===== src/hw/rtl/brle_pkg.sv =====
// Shared constants, segment command type and helpers for the byte run-length encoder.
// No dependencies; every other file but brle_ram imports this package.
package brle_pkg;

    localparam int LITERAL_MAX = 128;
    localparam int OUT_LANES   = 8;
    localparam int REPEAT_MAX  = 129;
    localparam int RING_DEPTH  = 2 * LITERAL_MAX;
    localparam int RING_AW     = $clog2(RING_DEPTH);
    localparam int OCC_W       = RING_AW + 1;
    localparam int LEN_W       = 8;
    localparam int LANE_AW     = (OUT_LANES > 1) ? $clog2(OUT_LANES) : 1;
    localparam int CNT_W       = 4;
    localparam int WORD_W      = 8 * OUT_LANES;
    localparam int QUEUE_DEPTH = 4;
    localparam int QUEUE_AW    = $clog2(QUEUE_DEPTH);

    localparam logic [7:0] REPEAT_BASE = 8'd126;

    typedef enum logic
    {
        SEG_LIT,
        SEG_REP
    } seg_kind_t;

    typedef enum logic
    {
        PH_HEAD,
        PH_DATA
    } back_phase_t;

    typedef struct packed
    {
        seg_kind_t            kind;
        logic [7:0]           header;
        logic [7:0]           value;
        logic [RING_AW-1:0]   addr;
        logic [LEN_W-1:0]     len;
        logic                 last;
    } seg_t;

    function automatic seg_t mk_lit(input logic [LEN_W-1:0] len, input logic [RING_AW-1:0] addr);
        seg_t s;
        s        = '0;
        s.kind   = SEG_LIT;
        s.header = 8'(len - LEN_W'(1));
        s.addr   = addr;
        s.len    = len;
        return s;
    endfunction

    function automatic seg_t mk_rep(input logic [LEN_W-1:0] len, input logic [7:0] value);
        seg_t s;
        s        = '0;
        s.kind   = SEG_REP;
        s.header = REPEAT_BASE + 8'(len);
        s.value  = value;
        s.len    = LEN_W'(1);
        return s;
    endfunction

endpackage


===== src/hw/rtl/byte_run_length_encoder_core.sv =====
// Byte run-length encoder top level: front end, command queue, literal ring RAM, back end.
// Throughput: the back end emits one encoded byte per cycle while word_ready does not stall it,
// so requests are taken only as fast as the encoded bytes they cause are emitted: a literal
// stream adds one header byte per 128 literal bytes.
// Reset: asynchronous, clears all run state and queues; the literal ring needs no clearing.
module byte_run_length_encoder_core
    import brle_pkg::*;
(
    input  logic              clk,
    input  logic              rst_n,
    input  logic [7:0]        data_byte,
    input  logic              end_of_stream,
    input  logic              data_valid,
    output logic              data_ready,
    output logic [WORD_W-1:0] packed_bytes,
    output logic [CNT_W-1:0]  byte_count,
    output logic              last_word,
    output logic              word_valid,
    input  logic              word_ready
);

    logic [QUEUE_AW:0]  queue_free;
    logic [1:0]         push_cnt;
    seg_t               push0;
    seg_t               push1;
    seg_t               head;
    logic               head_valid;
    logic               pop;
    logic               ring_we;
    logic [RING_AW-1:0] ring_waddr;
    logic [7:0]         ring_wdata;
    logic               ring_re;
    logic [RING_AW-1:0] ring_raddr;
    logic [7:0]         ring_rdata;
    logic               ring_release;

    brle_front u_front (
        .clk           (clk),
        .rst_n         (rst_n),
        .data_byte     (data_byte),
        .end_of_stream (end_of_stream),
        .data_valid    (data_valid),
        .data_ready    (data_ready),
        .queue_free    (queue_free),
        .push_cnt      (push_cnt),
        .push0         (push0),
        .push1         (push1),
        .ring_we       (ring_we),
        .ring_waddr    (ring_waddr),
        .ring_wdata    (ring_wdata),
        .ring_release  (ring_release)
    );

    brle_cmd_queue u_queue (
        .clk        (clk),
        .rst_n      (rst_n),
        .push_cnt   (push_cnt),
        .push0      (push0),
        .push1      (push1),
        .pop        (pop),
        .head       (head),
        .head_valid (head_valid),
        .free       (queue_free)
    );

    brle_ram #(
        .WIDTH (8),
        .DEPTH (RING_DEPTH)
    ) u_ring (
        .clk   (clk),
        .we    (ring_we),
        .waddr (ring_waddr),
        .wdata (ring_wdata),
        .re    (ring_re),
        .raddr (ring_raddr),
        .rdata (ring_rdata)
    );

    brle_back u_back (
        .clk          (clk),
        .rst_n        (rst_n),
        .head         (head),
        .head_valid   (head_valid),
        .pop          (pop),
        .ring_re      (ring_re),
        .ring_raddr   (ring_raddr),
        .ring_rdata   (ring_rdata),
        .ring_release (ring_release),
        .packed_bytes (packed_bytes),
        .byte_count   (byte_count),
        .last_word    (last_word),
        .word_valid   (word_valid),
        .word_ready   (word_ready)
    );

endmodule


===== src/hw/rtl/brle_ram.sv =====
// Generic single-write, single-read RAM with registered read data and read enable.
// No dependencies.
module brle_ram #(
    parameter int WIDTH = 8,
    parameter int DEPTH = 256
) (
    input  logic                     clk,
    input  logic                     we,
    input  logic [$clog2(DEPTH)-1:0] waddr,
    input  logic [WIDTH-1:0]         wdata,
    input  logic                     re,
    input  logic [$clog2(DEPTH)-1:0] raddr,
    output logic [WIDTH-1:0]         rdata
);

    logic [WIDTH-1:0] mem_reg [DEPTH];
    logic [WIDTH-1:0] rdata_reg;

    always_ff @(posedge clk)
    begin
        if (we)
        begin
            mem_reg[waddr] <= wdata;
        end
        if (re)
        begin
            rdata_reg <= mem_reg[raddr];
        end
    end

    assign rdata = rdata_reg;

endmodule


===== src/hw/rtl/brle_front.sv =====
// Front end: accepts raw byte requests, tracks run state, writes literal bytes to the ring
// and issues up to two segment commands per request. Depends on brle_pkg.
module brle_front
    import brle_pkg::*;
(
    input  logic               clk,
    input  logic               rst_n,
    input  logic [7:0]         data_byte,
    input  logic               end_of_stream,
    input  logic               data_valid,
    output logic               data_ready,
    input  logic [QUEUE_AW:0]  queue_free,
    output logic [1:0]         push_cnt,
    output seg_t               push0,
    output seg_t               push1,
    output logic               ring_we,
    output logic [RING_AW-1:0] ring_waddr,
    output logic [7:0]         ring_wdata,
    input  logic               ring_release
);

    logic [RING_AW-1:0] lit_start_reg, lit_start_next;
    logic [LEN_W-1:0]   lit_len_reg, lit_len_next;
    logic [7:0]         held_reg, held_next;
    logic               in_rep_reg, in_rep_next;
    logic [LEN_W-1:0]   rep_len_reg, rep_len_next;
    logic [RING_AW-1:0] wr_ptr_reg, wr_ptr_next;
    logic [OCC_W-1:0]   occ_reg, occ_next;

    logic               take;
    logic               eq;
    logic [LEN_W-1:0]   rep_inc;
    logic               start_lit;
    logic               wr_en;
    logic               drop;
    seg_t               seg_a;
    seg_t               seg_f;
    logic               seg_a_v;
    logic               seg_f_v;

    assign data_ready = (queue_free >= (QUEUE_AW + 1)'(2)) && (occ_reg < OCC_W'(RING_DEPTH));
    assign take       = data_valid && data_ready;
    assign eq         = (data_byte == held_reg);
    assign rep_inc    = rep_len_reg + LEN_W'(1);

    always_comb
    begin
        lit_start_next = lit_start_reg;
        lit_len_next   = lit_len_reg;
        held_next      = held_reg;
        in_rep_next    = in_rep_reg;
        rep_len_next   = rep_len_reg;
        wr_ptr_next    = wr_ptr_reg;
        start_lit      = 1'b0;
        wr_en          = 1'b0;
        drop           = 1'b0;
        seg_a          = '0;
        seg_a_v        = 1'b0;
        seg_f          = '0;
        seg_f_v        = 1'b0;

        if (take)
        begin
            if (in_rep_reg)
            begin
                if (eq)
                begin
                    rep_len_next = rep_inc;
                    if (rep_inc == LEN_W'(REPEAT_MAX))
                    begin
                        seg_a        = mk_rep(rep_inc, held_reg);
                        seg_a_v      = 1'b1;
                        in_rep_next  = 1'b0;
                        rep_len_next = '0;
                    end
                end
                else
                begin
                    seg_a        = mk_rep(rep_len_reg, held_reg);
                    seg_a_v      = 1'b1;
                    in_rep_next  = 1'b0;
                    rep_len_next = '0;
                    start_lit    = 1'b1;
                end
            end
            else if (lit_len_reg == '0)
            begin
                start_lit = 1'b1;
            end
            else if (eq)
            begin
                if (lit_len_reg > LEN_W'(1))
                begin
                    seg_a   = mk_lit(lit_len_reg - LEN_W'(1), lit_start_reg);
                    seg_a_v = 1'b1;
                end
                drop         = 1'b1;
                lit_len_next = '0;
                in_rep_next  = 1'b1;
                rep_len_next = LEN_W'(2);
            end
            else if (lit_len_reg >= LEN_W'(LITERAL_MAX))
            begin
                seg_a     = mk_lit(LEN_W'(LITERAL_MAX), lit_start_reg);
                seg_a_v   = 1'b1;
                start_lit = 1'b1;
            end
            else
            begin
                wr_en        = 1'b1;
                lit_len_next = lit_len_reg + LEN_W'(1);
                held_next    = data_byte;
            end

            if (start_lit)
            begin
                wr_en          = 1'b1;
                lit_start_next = wr_ptr_reg;
                lit_len_next   = LEN_W'(1);
                held_next      = data_byte;
            end

            if (wr_en)
            begin
                wr_ptr_next = wr_ptr_reg + RING_AW'(1);
            end
            else if (drop)
            begin
                wr_ptr_next = wr_ptr_reg - RING_AW'(1);
            end

            if (end_of_stream)
            begin
                if (in_rep_next)
                begin
                    seg_f   = mk_rep(rep_len_next, held_next);
                    seg_f_v = 1'b1;
                end
                else if (lit_len_next != '0)
                begin
                    seg_f   = mk_lit(lit_len_next, lit_start_next);
                    seg_f_v = 1'b1;
                end
                lit_len_next = '0;
                in_rep_next  = 1'b0;
                rep_len_next = '0;
                held_next    = '0;
            end
        end

        occ_next = occ_reg + OCC_W'(wr_en) - OCC_W'(drop) - OCC_W'(ring_release);
    end

    always_comb
    begin
        push0    = seg_a_v ? seg_a : seg_f;
        push1    = seg_f;
        push_cnt = 2'(seg_a_v) + 2'(seg_f_v);
        if (seg_a_v && seg_f_v)
        begin
            push0.last = 1'b0;
            push1.last = 1'b1;
        end
        else
        begin
            push0.last = 1'b1;
            push1.last = 1'b0;
        end
    end

    assign ring_we    = wr_en;
    assign ring_waddr = wr_ptr_reg;
    assign ring_wdata = data_byte;

    always_ff @(posedge clk or negedge rst_n)
    begin
        if (!rst_n)
        begin
            lit_start_reg <= '0;
            lit_len_reg   <= '0;
            held_reg      <= '0;
            in_rep_reg    <= 1'b0;
            rep_len_reg   <= '0;
            wr_ptr_reg    <= '0;
            occ_reg       <= '0;
        end
        else
        begin
            lit_start_reg <= lit_start_next;
            lit_len_reg   <= lit_len_next;
            held_reg      <= held_next;
            in_rep_reg    <= in_rep_next;
            rep_len_reg   <= rep_len_next;
            wr_ptr_reg    <= wr_ptr_next;
            occ_reg       <= occ_next;
        end
    end

    a_occ_bound: assert property (@(posedge clk) disable iff (!rst_n)
        occ_reg <= OCC_W'(RING_DEPTH))
        else $error("ring occupancy beyond depth");

    a_lit_xor_rep: assert property (@(posedge clk) disable iff (!rst_n)
        in_rep_reg |-> (lit_len_reg == '0))
        else $error("literal pending during repeat run");

endmodule


===== src/hw/rtl/brle_cmd_queue.sv =====
// Short register queue of segment commands between front and back end.
// Takes up to two pushes and one pop per cycle. Depends on brle_pkg.
module brle_cmd_queue
    import brle_pkg::*;
(
    input  logic              clk,
    input  logic              rst_n,
    input  logic [1:0]        push_cnt,
    input  seg_t              push0,
    input  seg_t              push1,
    input  logic              pop,
    output seg_t              head,
    output logic              head_valid,
    output logic [QUEUE_AW:0] free
);

    seg_t                slot_reg [QUEUE_DEPTH];
    logic [QUEUE_AW-1:0] wr_ptr_reg, wr_ptr_next;
    logic [QUEUE_AW-1:0] rd_ptr_reg, rd_ptr_next;
    logic [QUEUE_AW:0]   count_reg, count_next;

    always_comb
    begin
        wr_ptr_next = wr_ptr_reg + QUEUE_AW'(push_cnt);
        rd_ptr_next = rd_ptr_reg + QUEUE_AW'(pop);
        count_next  = count_reg + (QUEUE_AW + 1)'(push_cnt) - (QUEUE_AW + 1)'(pop);
    end

    always_ff @(posedge clk)
    begin
        if (push_cnt != 2'd0)
        begin
            slot_reg[wr_ptr_reg] <= push0;
        end
        if (push_cnt == 2'd2)
        begin
            slot_reg[wr_ptr_reg + QUEUE_AW'(1)] <= push1;
        end
    end

    always_ff @(posedge clk or negedge rst_n)
    begin
        if (!rst_n)
        begin
            wr_ptr_reg <= '0;
            rd_ptr_reg <= '0;
            count_reg  <= '0;
        end
        else
        begin
            wr_ptr_reg <= wr_ptr_next;
            rd_ptr_reg <= rd_ptr_next;
            count_reg  <= count_next;
        end
    end

    assign head       = slot_reg[rd_ptr_reg];
    assign head_valid = (count_reg != '0);
    assign free       = (QUEUE_AW + 1)'(QUEUE_DEPTH) - count_reg;

endmodule


===== src/hw/rtl/brle_back.sv =====
// Back end: walks segment commands one encoded byte per cycle unless the output stalls, reads literal bytes
// from the ring and packs bytes into output words. Depends on brle_pkg.
module brle_back
    import brle_pkg::*;
(
    input  logic               clk,
    input  logic               rst_n,
    input  seg_t               head,
    input  logic               head_valid,
    output logic               pop,
    output logic               ring_re,
    output logic [RING_AW-1:0] ring_raddr,
    input  logic [7:0]         ring_rdata,
    output logic               ring_release,
    output logic [WORD_W-1:0]  packed_bytes,
    output logic [CNT_W-1:0]   byte_count,
    output logic               last_word,
    output logic               word_valid,
    input  logic               word_ready
);

    back_phase_t        phase_reg, phase_next;
    logic [LEN_W-1:0]   rem_reg, rem_next;
    logic [RING_AW-1:0] addr_reg, addr_next;

    logic               q_v_reg, q_ram_reg, q_end_reg;
    logic [7:0]         q_byte_reg;
    logic [WORD_W-1:0]  acc_reg;
    logic [LANE_AW-1:0] acc_cnt_reg;
    logic [WORD_W-1:0]  word_reg;
    logic [CNT_W-1:0]   count_reg;
    logic               last_reg;
    logic               valid_reg;

    logic               tok_v, tok_ram, tok_end;
    logic [7:0]         tok_byte;
    logic               go;
    logic               complete;
    logic [7:0]         q_data;
    logic [WORD_W-1:0]  merged;

    assign q_data   = q_ram_reg ? ring_rdata : q_byte_reg;
    assign complete = q_v_reg && ((acc_cnt_reg == LANE_AW'(OUT_LANES - 1)) || q_end_reg);
    assign go       = !(complete && valid_reg && !word_ready);

    always_comb
    begin
        merged = acc_reg;
        merged[acc_cnt_reg * 8 +: 8] = q_data;
    end

    always_ff @(posedge clk or negedge rst_n)
    begin
        if (!rst_n)
        begin
            phase_reg <= PH_HEAD;
        end
        else
        begin
            phase_reg <= phase_next;
        end
    end

    always_comb
    begin
        phase_next   = phase_reg;
        rem_next     = rem_reg;
        addr_next    = addr_reg;
        tok_v        = 1'b0;
        tok_ram      = 1'b0;
        tok_end      = 1'b0;
        tok_byte     = '0;
        pop          = 1'b0;
        ring_re      = 1'b0;
        ring_release = 1'b0;

        case (phase_reg)
            PH_HEAD:
            begin
                if (head_valid && go)
                begin
                    tok_v      = 1'b1;
                    tok_byte   = head.header;
                    rem_next   = head.len;
                    addr_next  = head.addr;
                    phase_next = PH_DATA;
                end
            end
            PH_DATA:
            begin
                if (go)
                begin
                    tok_v = 1'b1;
                    if (head.kind == SEG_REP)
                    begin
                        tok_byte = head.value;
                    end
                    else
                    begin
                        tok_ram      = 1'b1;
                        ring_re      = 1'b1;
                        ring_release = 1'b1;
                    end
                    addr_next = addr_reg + RING_AW'(1);
                    rem_next  = rem_reg - LEN_W'(1);
                    if (rem_reg == LEN_W'(1))
                    begin
                        tok_end    = head.last;
                        pop        = 1'b1;
                        phase_next = PH_HEAD;
                    end
                end
            end
            default:
            begin
                phase_next = PH_HEAD;
            end
        endcase
    end

    assign ring_raddr = addr_reg;

    always_ff @(posedge clk)
    begin
        rem_reg  <= rem_next;
        addr_reg <= addr_next;
        if (go)
        begin
            q_ram_reg  <= tok_ram;
            q_byte_reg <= tok_byte;
            q_end_reg  <= tok_end;
        end
        if (q_v_reg && go && complete)
        begin
            word_reg  <= merged;
            count_reg <= CNT_W'(acc_cnt_reg) + CNT_W'(1);
            last_reg  <= q_end_reg;
        end
    end

    always_ff @(posedge clk or negedge rst_n)
    begin
        if (!rst_n)
        begin
            q_v_reg     <= 1'b0;
            acc_reg     <= '0;
            acc_cnt_reg <= '0;
            valid_reg   <= 1'b0;
        end
        else
        begin
            if (go)
            begin
                q_v_reg <= tok_v;
            end
            if (q_v_reg && go)
            begin
                if (complete)
                begin
                    acc_reg     <= '0;
                    acc_cnt_reg <= '0;
                end
                else
                begin
                    acc_reg     <= merged;
                    acc_cnt_reg <= acc_cnt_reg + LANE_AW'(1);
                end
            end
            valid_reg <= (valid_reg && !word_ready) || (complete && go);
        end
    end

    assign packed_bytes = word_reg;
    assign byte_count   = count_reg;
    assign last_word    = last_reg;
    assign word_valid   = valid_reg;

    a_pop_head: assert property (@(posedge clk) disable iff (!rst_n)
        pop |-> head_valid)
        else $error("pop from empty command queue");

    a_read_lit: assert property (@(posedge clk) disable iff (!rst_n)
        ring_re |-> (head_valid && head.kind == SEG_LIT))
        else $error("ring read outside literal segment");

    a_full_word: assert property (@(posedge clk) disable iff (!rst_n)
        (word_valid && !last_word) |-> (byte_count == CNT_W'(OUT_LANES)))
        else $error("short word before end of request");

    a_lane_zero: assert property (@(posedge clk) disable iff (!rst_n)
        (phase_reg == PH_DATA) |-> head_valid)
        else $error("data phase without command");

endmodule


===== config.mk =====
export PLATFORM = sky130hd
export DESIGN_NAME = byte_run_length_encoder_core
export DESIGN_NICKNAME = d
export VERILOG_FILES = /design/src/hw/rtl/brle_pkg.sv /design/src/hw/rtl/byte_run_length_encoder_core.sv /design/src/hw/rtl/brle_ram.sv /design/src/hw/rtl/brle_front.sv /design/src/hw/rtl/brle_cmd_queue.sv /design/src/hw/rtl/brle_back.sv
export SDC_FILE = /design/constraint.sdc
export NUM_CORES = 2
export LEC_CHECK = 0
export ABC_AREA = 1
export BUFFER_PORTS_ARGS = -buffer_cell sky130_fd_sc_hd__buf_2
export CAP_MARGIN = 20
export CORE_ASPECT_RATIO = 2
export CORE_UTILIZATION = 40
export CTS_CLUSTER_SIZE = 14
export DETAILED_ROUTE_END_ITERATION = 10
export MAX_ROUTING_LAYER = met4
export PLACE_DENSITY = 0.65
export SYNTH_ARGS = -nofsm -noshare
export SYNTH_HDL_FRONTEND = slang
export SYNTH_SLANG_ARGS = --single-unit

===== constraint.sdc =====
create_clock -name clk -period 5.9 [get_ports clk]
set_input_delay 1.77 -clock clk [delete_from_list [all_inputs] [get_ports clk]]
set_output_delay 1.77 -clock clk [all_outputs]
set_load 0.1 [all_outputs]

# Word-level counts from Yosys, hierarchy flattened
# Memory sizes are Yosys's and may differ from the RTL's. A register that Yosys moved wholly into a read port is not among the register bits.
# Cells that the tools add are included.
[totals]
reg_bits = 222
mem_bits_rw = 2184
inputBits = 13
output_inout_bits = 71
memories = 2
[op_classes]
n_addsub = 25
order_cmp = 4
eq_ne = 7
n_shift = 2
n_mux = 102
n_bitwise = 1
n_reduce_logical = 23
[mem_list]
columns = ["memory", "words", "width", "rd", "rd_ports_with_merged_regs", "write_ports", "line", "text"]
rows = [
  ["u_ring.mem_reg", 256, 8, 1, 1, 1, "brle_ram.sv:16", "logic [WIDTH-1:0] mem_reg [DEPTH];"],
  ["u_queue.slot_reg", 4, 34, 1, 0, 2, "brle_cmd_queue.sv:17", "seg_t slot_reg [QUEUE_DEPTH];"],
]
[op_table]
columns = ["op", "n"]
rows = [
  ["$mux W34", 10],
  ["$mux W8", 30],
  ["$mux W33", 2],
  ["$bwmux W64", 1],
  ["$mux W64", 1],
  ["$shift A8 B34 Y64 const A", 1],
  ["$shiftx A8 B34 Y64", 1],
  ["$mux W1", 51],
  ["$pmux W8 S2", 3],
  ["$sub A8 B1 Y8 const B", 5],
  ["$neg A6 Y34", 1],
  ["$add A8 B1 Y8 const B", 4],
  ["$mux W32", 1],
  ["$add A7 B8 Y8 const A", 3],
  ["$sub A9 B1 Y9", 2],
  ["$logic_and A1 B1 Y1", 11],
  ["$add A9 B1 Y9", 1],
  ["$lt A9 B9 Y1 const B", 1],
  ["$eq A8 B1 Y1 const B", 1],
  ["$eq A8 B8 Y1", 1],
  ["$eq A8 B8 Y1 const B", 1],
  ["$ge A8 B8 Y1 const B", 1],
  ["$gt A8 B1 Y1 const B", 1],
  ["$logic_not A8 Y1", 1],
  ["23 further kinds", 29],
]

# Logic depth before layout (Yosys ltp)
[depth]
word_depth = 17
depth_mapped = 26
mapped_depth_nobuf = 24

# Modules after synthesis
# A second synthesis with hierarchy kept.
[unflattened]
hier_cells = 9658
hier_area_um2 = 104622.8
[modules_own_cells]
columns = ["module", "instances", "cells_per_inst", "area_each_um2", "seq_area_each_um2"]
rows = [
  ["brle_ram", 1, 7003, 83476.3, 61739.2],
  ["brle_cmd_queue", 1, 1006, 8012.7, 4259.1],
  ["brle_back", 1, 873, 7870.0, 4604.4],
  ["brle_front", 1, 776, 5263.8, 1251.2],
]

# Worst setup path before layout
# Ideal clock, no wire load.
[synth_path]
path_kind = "input -> register"
start = "input port data_byte[1]"
end = "memory u_queue.slot_reg[0][0] (netlist name), enable pin"
setup_ns = 0.472
arrival_time_ns = 6.013
t_required_ns = 5.428
slack_ns = -0.586
stages = 19
path_buffers = 0
cell_sequence = "inv_1 nand2_1 nand2_1 nand2_1 nor2_1 nand2_1 nand2_1 nand2_1 nand2_1 nand4_1 ha_1 inv_1 nor2_2 nand2_1 nand2_1 nand2_2 inv_1 ha_1 o21ai_0"
[synth_lines]
columns = ["item", "line", "text"]
rows = [
  ["start: declaration", "byte_run_length_encoder_core.sv:11", "input logic [7:0] data_byte,"],
  ["end: declaration", "brle_cmd_queue.sv:17", ""],
]

# Worst setup path in the final report
[layout_path]
start = "input port data_byte[5]"
end = "register u_front.occ_reg[7]"
[layout_between]
elab_chain_cells = 11
word_cells_on_any_way = 20
[layout_lines]
columns = ["item", "line", "text"]
rows = [
  ["$eq A8 B8 Y1 (*)", "brle_front.sv:43", "assign eq = (data_byte == held_reg);"],
  ["$mux W1", "brle_front.sv:90", "else if (eq)"],
  ["$mux W1", "brle_front.sv:86", "else if (lit_len_reg == '0)"],
  ["$mux W1", "brle_front.sv:64", "if (in_rep_reg)"],
  ["$mux W1", "brle_front.sv:62", "if (take)"],
  ["$mux W1", "brle_front.sv:115", "if (start_lit)"],
  ["$mux W1 (2 in a row)", "brle_front.sv:62", ""],
  ["$add A9 B1 Y9", "brle_front.sv:151", "occ_next = occ_reg + OCC_W'(wr_en) - OCC_W'(drop) - OCC_W'(ring_release);"],
  ["$sub A9 B1 Y9 (*) (2 in a row)", "brle_front.sv:151", ""],
  ["via u_front.occ_next[7]", "brle_front.sv:28", "logic [OCC_W-1:0] occ_reg, occ_next;"],
  ["end signal: assignment", "brle_front.sv:195", "occ_reg <= occ_next;"],
  ["end: declaration", "brle_front.sv:28", ""],
]
# Mark *: on every way through the listed nets, which the timed path passes. The rest lies on a longest branch. The select of a mux whose other input is x is not followed.
# A chain may end at the register's enable or synchronous reset.

==> flow_metrics.py <==
metrics = {
    "run_status": {
        "status": "finished with violations",
        "violations": "DRC",
    },
    "setup_path": {
        "worstPathRequired_ns": 6.68,
        "r2r_setup_slack_ns": 1.23,
        "end_kind": "flip-flop",
        "cpMostUsedCell": "nand2_1",
        "worstSetupPathType": "in2reg",
        "slowest_delay_ns": 0.44,
        "cp_cell_sequence": "buf_8 > inv_1 > nand2_1 > nand2_1 > nand2_1 > nor2_1 > nand2_1 > buf_4 > a21oi_1 > inv_1 > nand2_1 > inv_1 > ha_1 > ha_1 > fa_1 > a31oi_1 > o21ai_0 > a21oi_1 > xor2_1",
        "reg2reg_from": "u_queue.rd_ptr_reg[0]",
        "cp_slowest_cell": "fa_1",
        "critPathMaxFanout": 20,
        "timing.rr.end": "u_front.occ_reg[7]",
        "arrival_ns": 5.46,
        "reg2reg_depth": 13,
        "cp-start-kind": "input port",
    },
    "timing": {
        "finalMaxSlewViolations": 0,
        "setup_viol": 0,
        "period_needed_ns": 4.678,
        "final-hold-violation-count": 0,
        "whs_ns": 0.4714,
        "rsz0062_at_grt": "false",
        "period_share": 0.7928,
        "slew_headroom": 0.04975,
        "setup_ws_ns": 1.222,
        "worst_slew_pin_slew_ns": 1.425,
        "fmax_ghz": 0.2138,
        "skew_ns": 0.04694,
    },
    "clocking": {
        "clockBufferDepth": 4,
        "clockRootBuffer": "clkbuf_16",
        "clock_latency_ns": 0.87,
        "cts_made_buffers": 206,
        "ctsHtreeMaxLevel": 4,
        "cts_hold_buf": 0,
        "tritoncts": "yes",
        "ctsResizeCount": 0,
        "clk_pin_slew_ns": 0.07,
        "cts.sinks": 2414,
        "postCtsSetupRepairBufs": 0,
    },
    "global_route": {
        "grt_antenna_before_repair": 6,
        "grt_usage": 0.2360,
        "gr-usage-met1": 0.2395,
        "first_global_vias": 67880,
        "met3_usage": 0.02665,
        "busiest_layer": "met2",
        "grt_first_pass_wirelength_mm": 431.9,
        "grt_max_degree": 207,
        "grt_remaining_overflow": 0,
        "grt_util_met2": 0.4172,
    },
    "route": {
        "detail_route.wl_per_cell_um": 25.12,
        "routed_via_density": 5.800,
        "drc": 30,
        "dr.pass1.iters": 9,
        "drt_wl_total_mm": 296.8,
        "antenna_left": 0,
        "routed-via-count": 68502,
        "drt_iter0_markers": 7092,
    },
    "hold_path": {
        "whs_endpoint": "u_queue.count_reg[2]",
        "hold_start": "u_queue.count_reg[2]",
        "whs_path_depth": 1,
        "hold_class": "reg2reg",
    },
    "cells_and_area": {
        "n_fill_cell": 22183,
        "multiInputGateArea_um2": 25250,
        "largest_register_ffs": 2048,
        "finalNetCount": 8514,
        "area_growth_pct": 10.55,
        "final_area_um2": 111000,
        "drive_gt1_frac": 0.07902,
        "regArea_um2": 71860,
    },
    "yosys": {
        "yosysTopAreaCell": "edfxtp_1",
        "ys_seq_area_frac": 0.7158,
        "syn_avg_cell_area_um2": 11.81,
        "synthesis.area_um2": 100400,
        "synthCells": 8497,
        "ys.flop_type": "edfxtp_1",
        "async_flop_share": 0.05261,
        "ys_top_cells_by_area": "edfxtp_1 68%, o21ai_0 8.2%, nor2_1 6.4%, o22ai_1 4.3%, dfrtp_1 3.2%",
        "synth_cell_types": 54,
        "syn-num-nets": 8562,
        "ys_warn_count": 0,
        "synth_top_area_share": 0.6841,
        "ys_ff_latch": 2414,
        "synth-edff-count": 2287,
    },
    "placed_design": {
        "place_congestion": 0.9798,
        "place_hpwl_mm": 187.3,
        "dp_slack_ns": 0.3042,
        "placed_area_um2": 105300,
        "port_buffers": 83,
    },
    "floorplan": {
        "coreArea_um2": 249200,
        "dieArea_um2": 253100,
        "fp.dieH_um": 710.5,
        "die_x_um": 356.2,
        "start_util": 0.4028,
        "pin_count": 84,
        "placementRows": 259,
    },
    "power_and_ir_drop": {
        "leakage_nw": 36.59,
        "power_density_nw_per_um2": 479.1,
        "power_mw": 53.17,
        "peakVddDrop_mv": 0.4897,
    },
    "job": {
        "cap_violations": 0,
    },
}
cell families after synthesis:
| family | Yosys count | synth area share |
|---|---|---|
| flops | 2414 | 0.7158 |
| simple gates | 2639 | 0.1040 |
| mux | 8 | 0.0008850 |
| compound gates | 2481 | 0.1350 |
| buf+inv | 860 | 0.03369 |
| xor+xnor | 43 | 0.003827 |
| fa+ha+maj | 52 | 0.006781 |
layer usage:
layer	vias up	share of wire
li1	30640	-
met3	909	0.063
met4	0	0.083
met2	3287	0.52
met5	-	0
met1	33666	0.33
where the power goes:
part	total, mW	internal [mW]	leakage (nW)	switching (mW)
registers	20.3	19.8	22.3	0.509
logic	20.5	5.26	11.6	15.2
clock network	12.4	6.50	2.76	5.90
total	53.2	31.5	36.6	21.6
worst max-delay path, delay by kind of cell:
family	cells	cell delay [ns]
XOR/XNOR	1	0.16
buffers and inverters	5	0.73
AO/OA/AOI/OAI	4	0.93
adder cells (fa/ha/maj)	3	0.88
AND/OR/NAND/NOR	6	0.95
stage by stage:
step | TNS [ns] | utilization | instances
after floorplan | -79.64 | - | 8497
after global placement | 0 | 0.4224 | 11503
after detailed placement | 0 | 0.4224 | 11503
after CTS | 0 | 0.4453 | 11804
after global routing | 0 | 0.4453 | 11806
final | 0 | 0.4453 | 11811
how the worst max path moves through the flow:
stage / slack [ns] / startpoint / depth (start not counted) / end
after CTS: 1.21 / data_byte[5] / 26 / u_queue.slot_reg[0][10]
after global routing: 0.93 / data_byte[5] / 26 / u_queue.slot_reg[0][17]
after global placement: 0.24 / data_byte[4] / 25 / u_queue.count_reg[2]
after detailed placement: 0.30 / data_byte[5] / 26 / u_queue.slot_reg[0][10]
after floorplan: -0.59 / data_byte[1] / 19 / u_queue.slot_reg[0][0]
final: 1.22 / data_byte[5] / 19 / u_front.occ_reg[7]
Yosys cell counts (all sizes together), types with 3 or more instances:
cell       n
a221o      3
nor3      17
a21oi     63
buf      113
xnor2     11
o21bai     3
o22ai    706
fa         4
inv      259
nand2    671
nor4       4
a31oi      6
nand3    192
clkbuf   485
nor2    1710
ha        48
nand4     30
dfrtp    127
xor2      32
o21ai   1680
o32ai      6
edfxtp  2287
o211ai     7
or2       14
mux2       7
clkinv     3
area by class of cell:
cell class,instances,share of cell area
antenna,7,0.0001578
sequential,2414,0.6475
timing repair buffer,342,0.02768
clock inverter,32,0.002108
inverter,262,0.009110
tap,3262,0.03678
multi-input combinational,5223,0.2275
clock buffer,269,0.04914
layout by cell type, fill, tap and decap left out, types with 7 or more instances in the layout:
cell type,synthesis,routed
clkbuf_1,485,59
o21ai_1,25,25
inv_1,250,246
nand3_1,186,183
nor2_1,1705,1703
nand2_2,8,18
clkbuf_16,0,208
diode_2,0,7
buf_8,0,8
clkinv_1,3,18
o21ai_0,1652,1648
ha_1,48,48
xnor2_1,11,11
o22ai_1,685,685
a21oi_1,62,62
buf_4,8,209
buf_12,1,50
or2_2,7,7
buf_2,66,74
edfxtp_1,2287,2287
xor2_1,31,31
nand2_1,653,643
dfrtp_1,127,126
nand4_1,30,30
nand3_2,6,9
or2_1,7,7
o22ai_2,21,21
nor3_1,16,15
nand2_4,10,10
mux2_2,7,7
o211ai_1,7,7
inv_2,8,7
No activity file was read; power rests on OpenSTA's default activity.
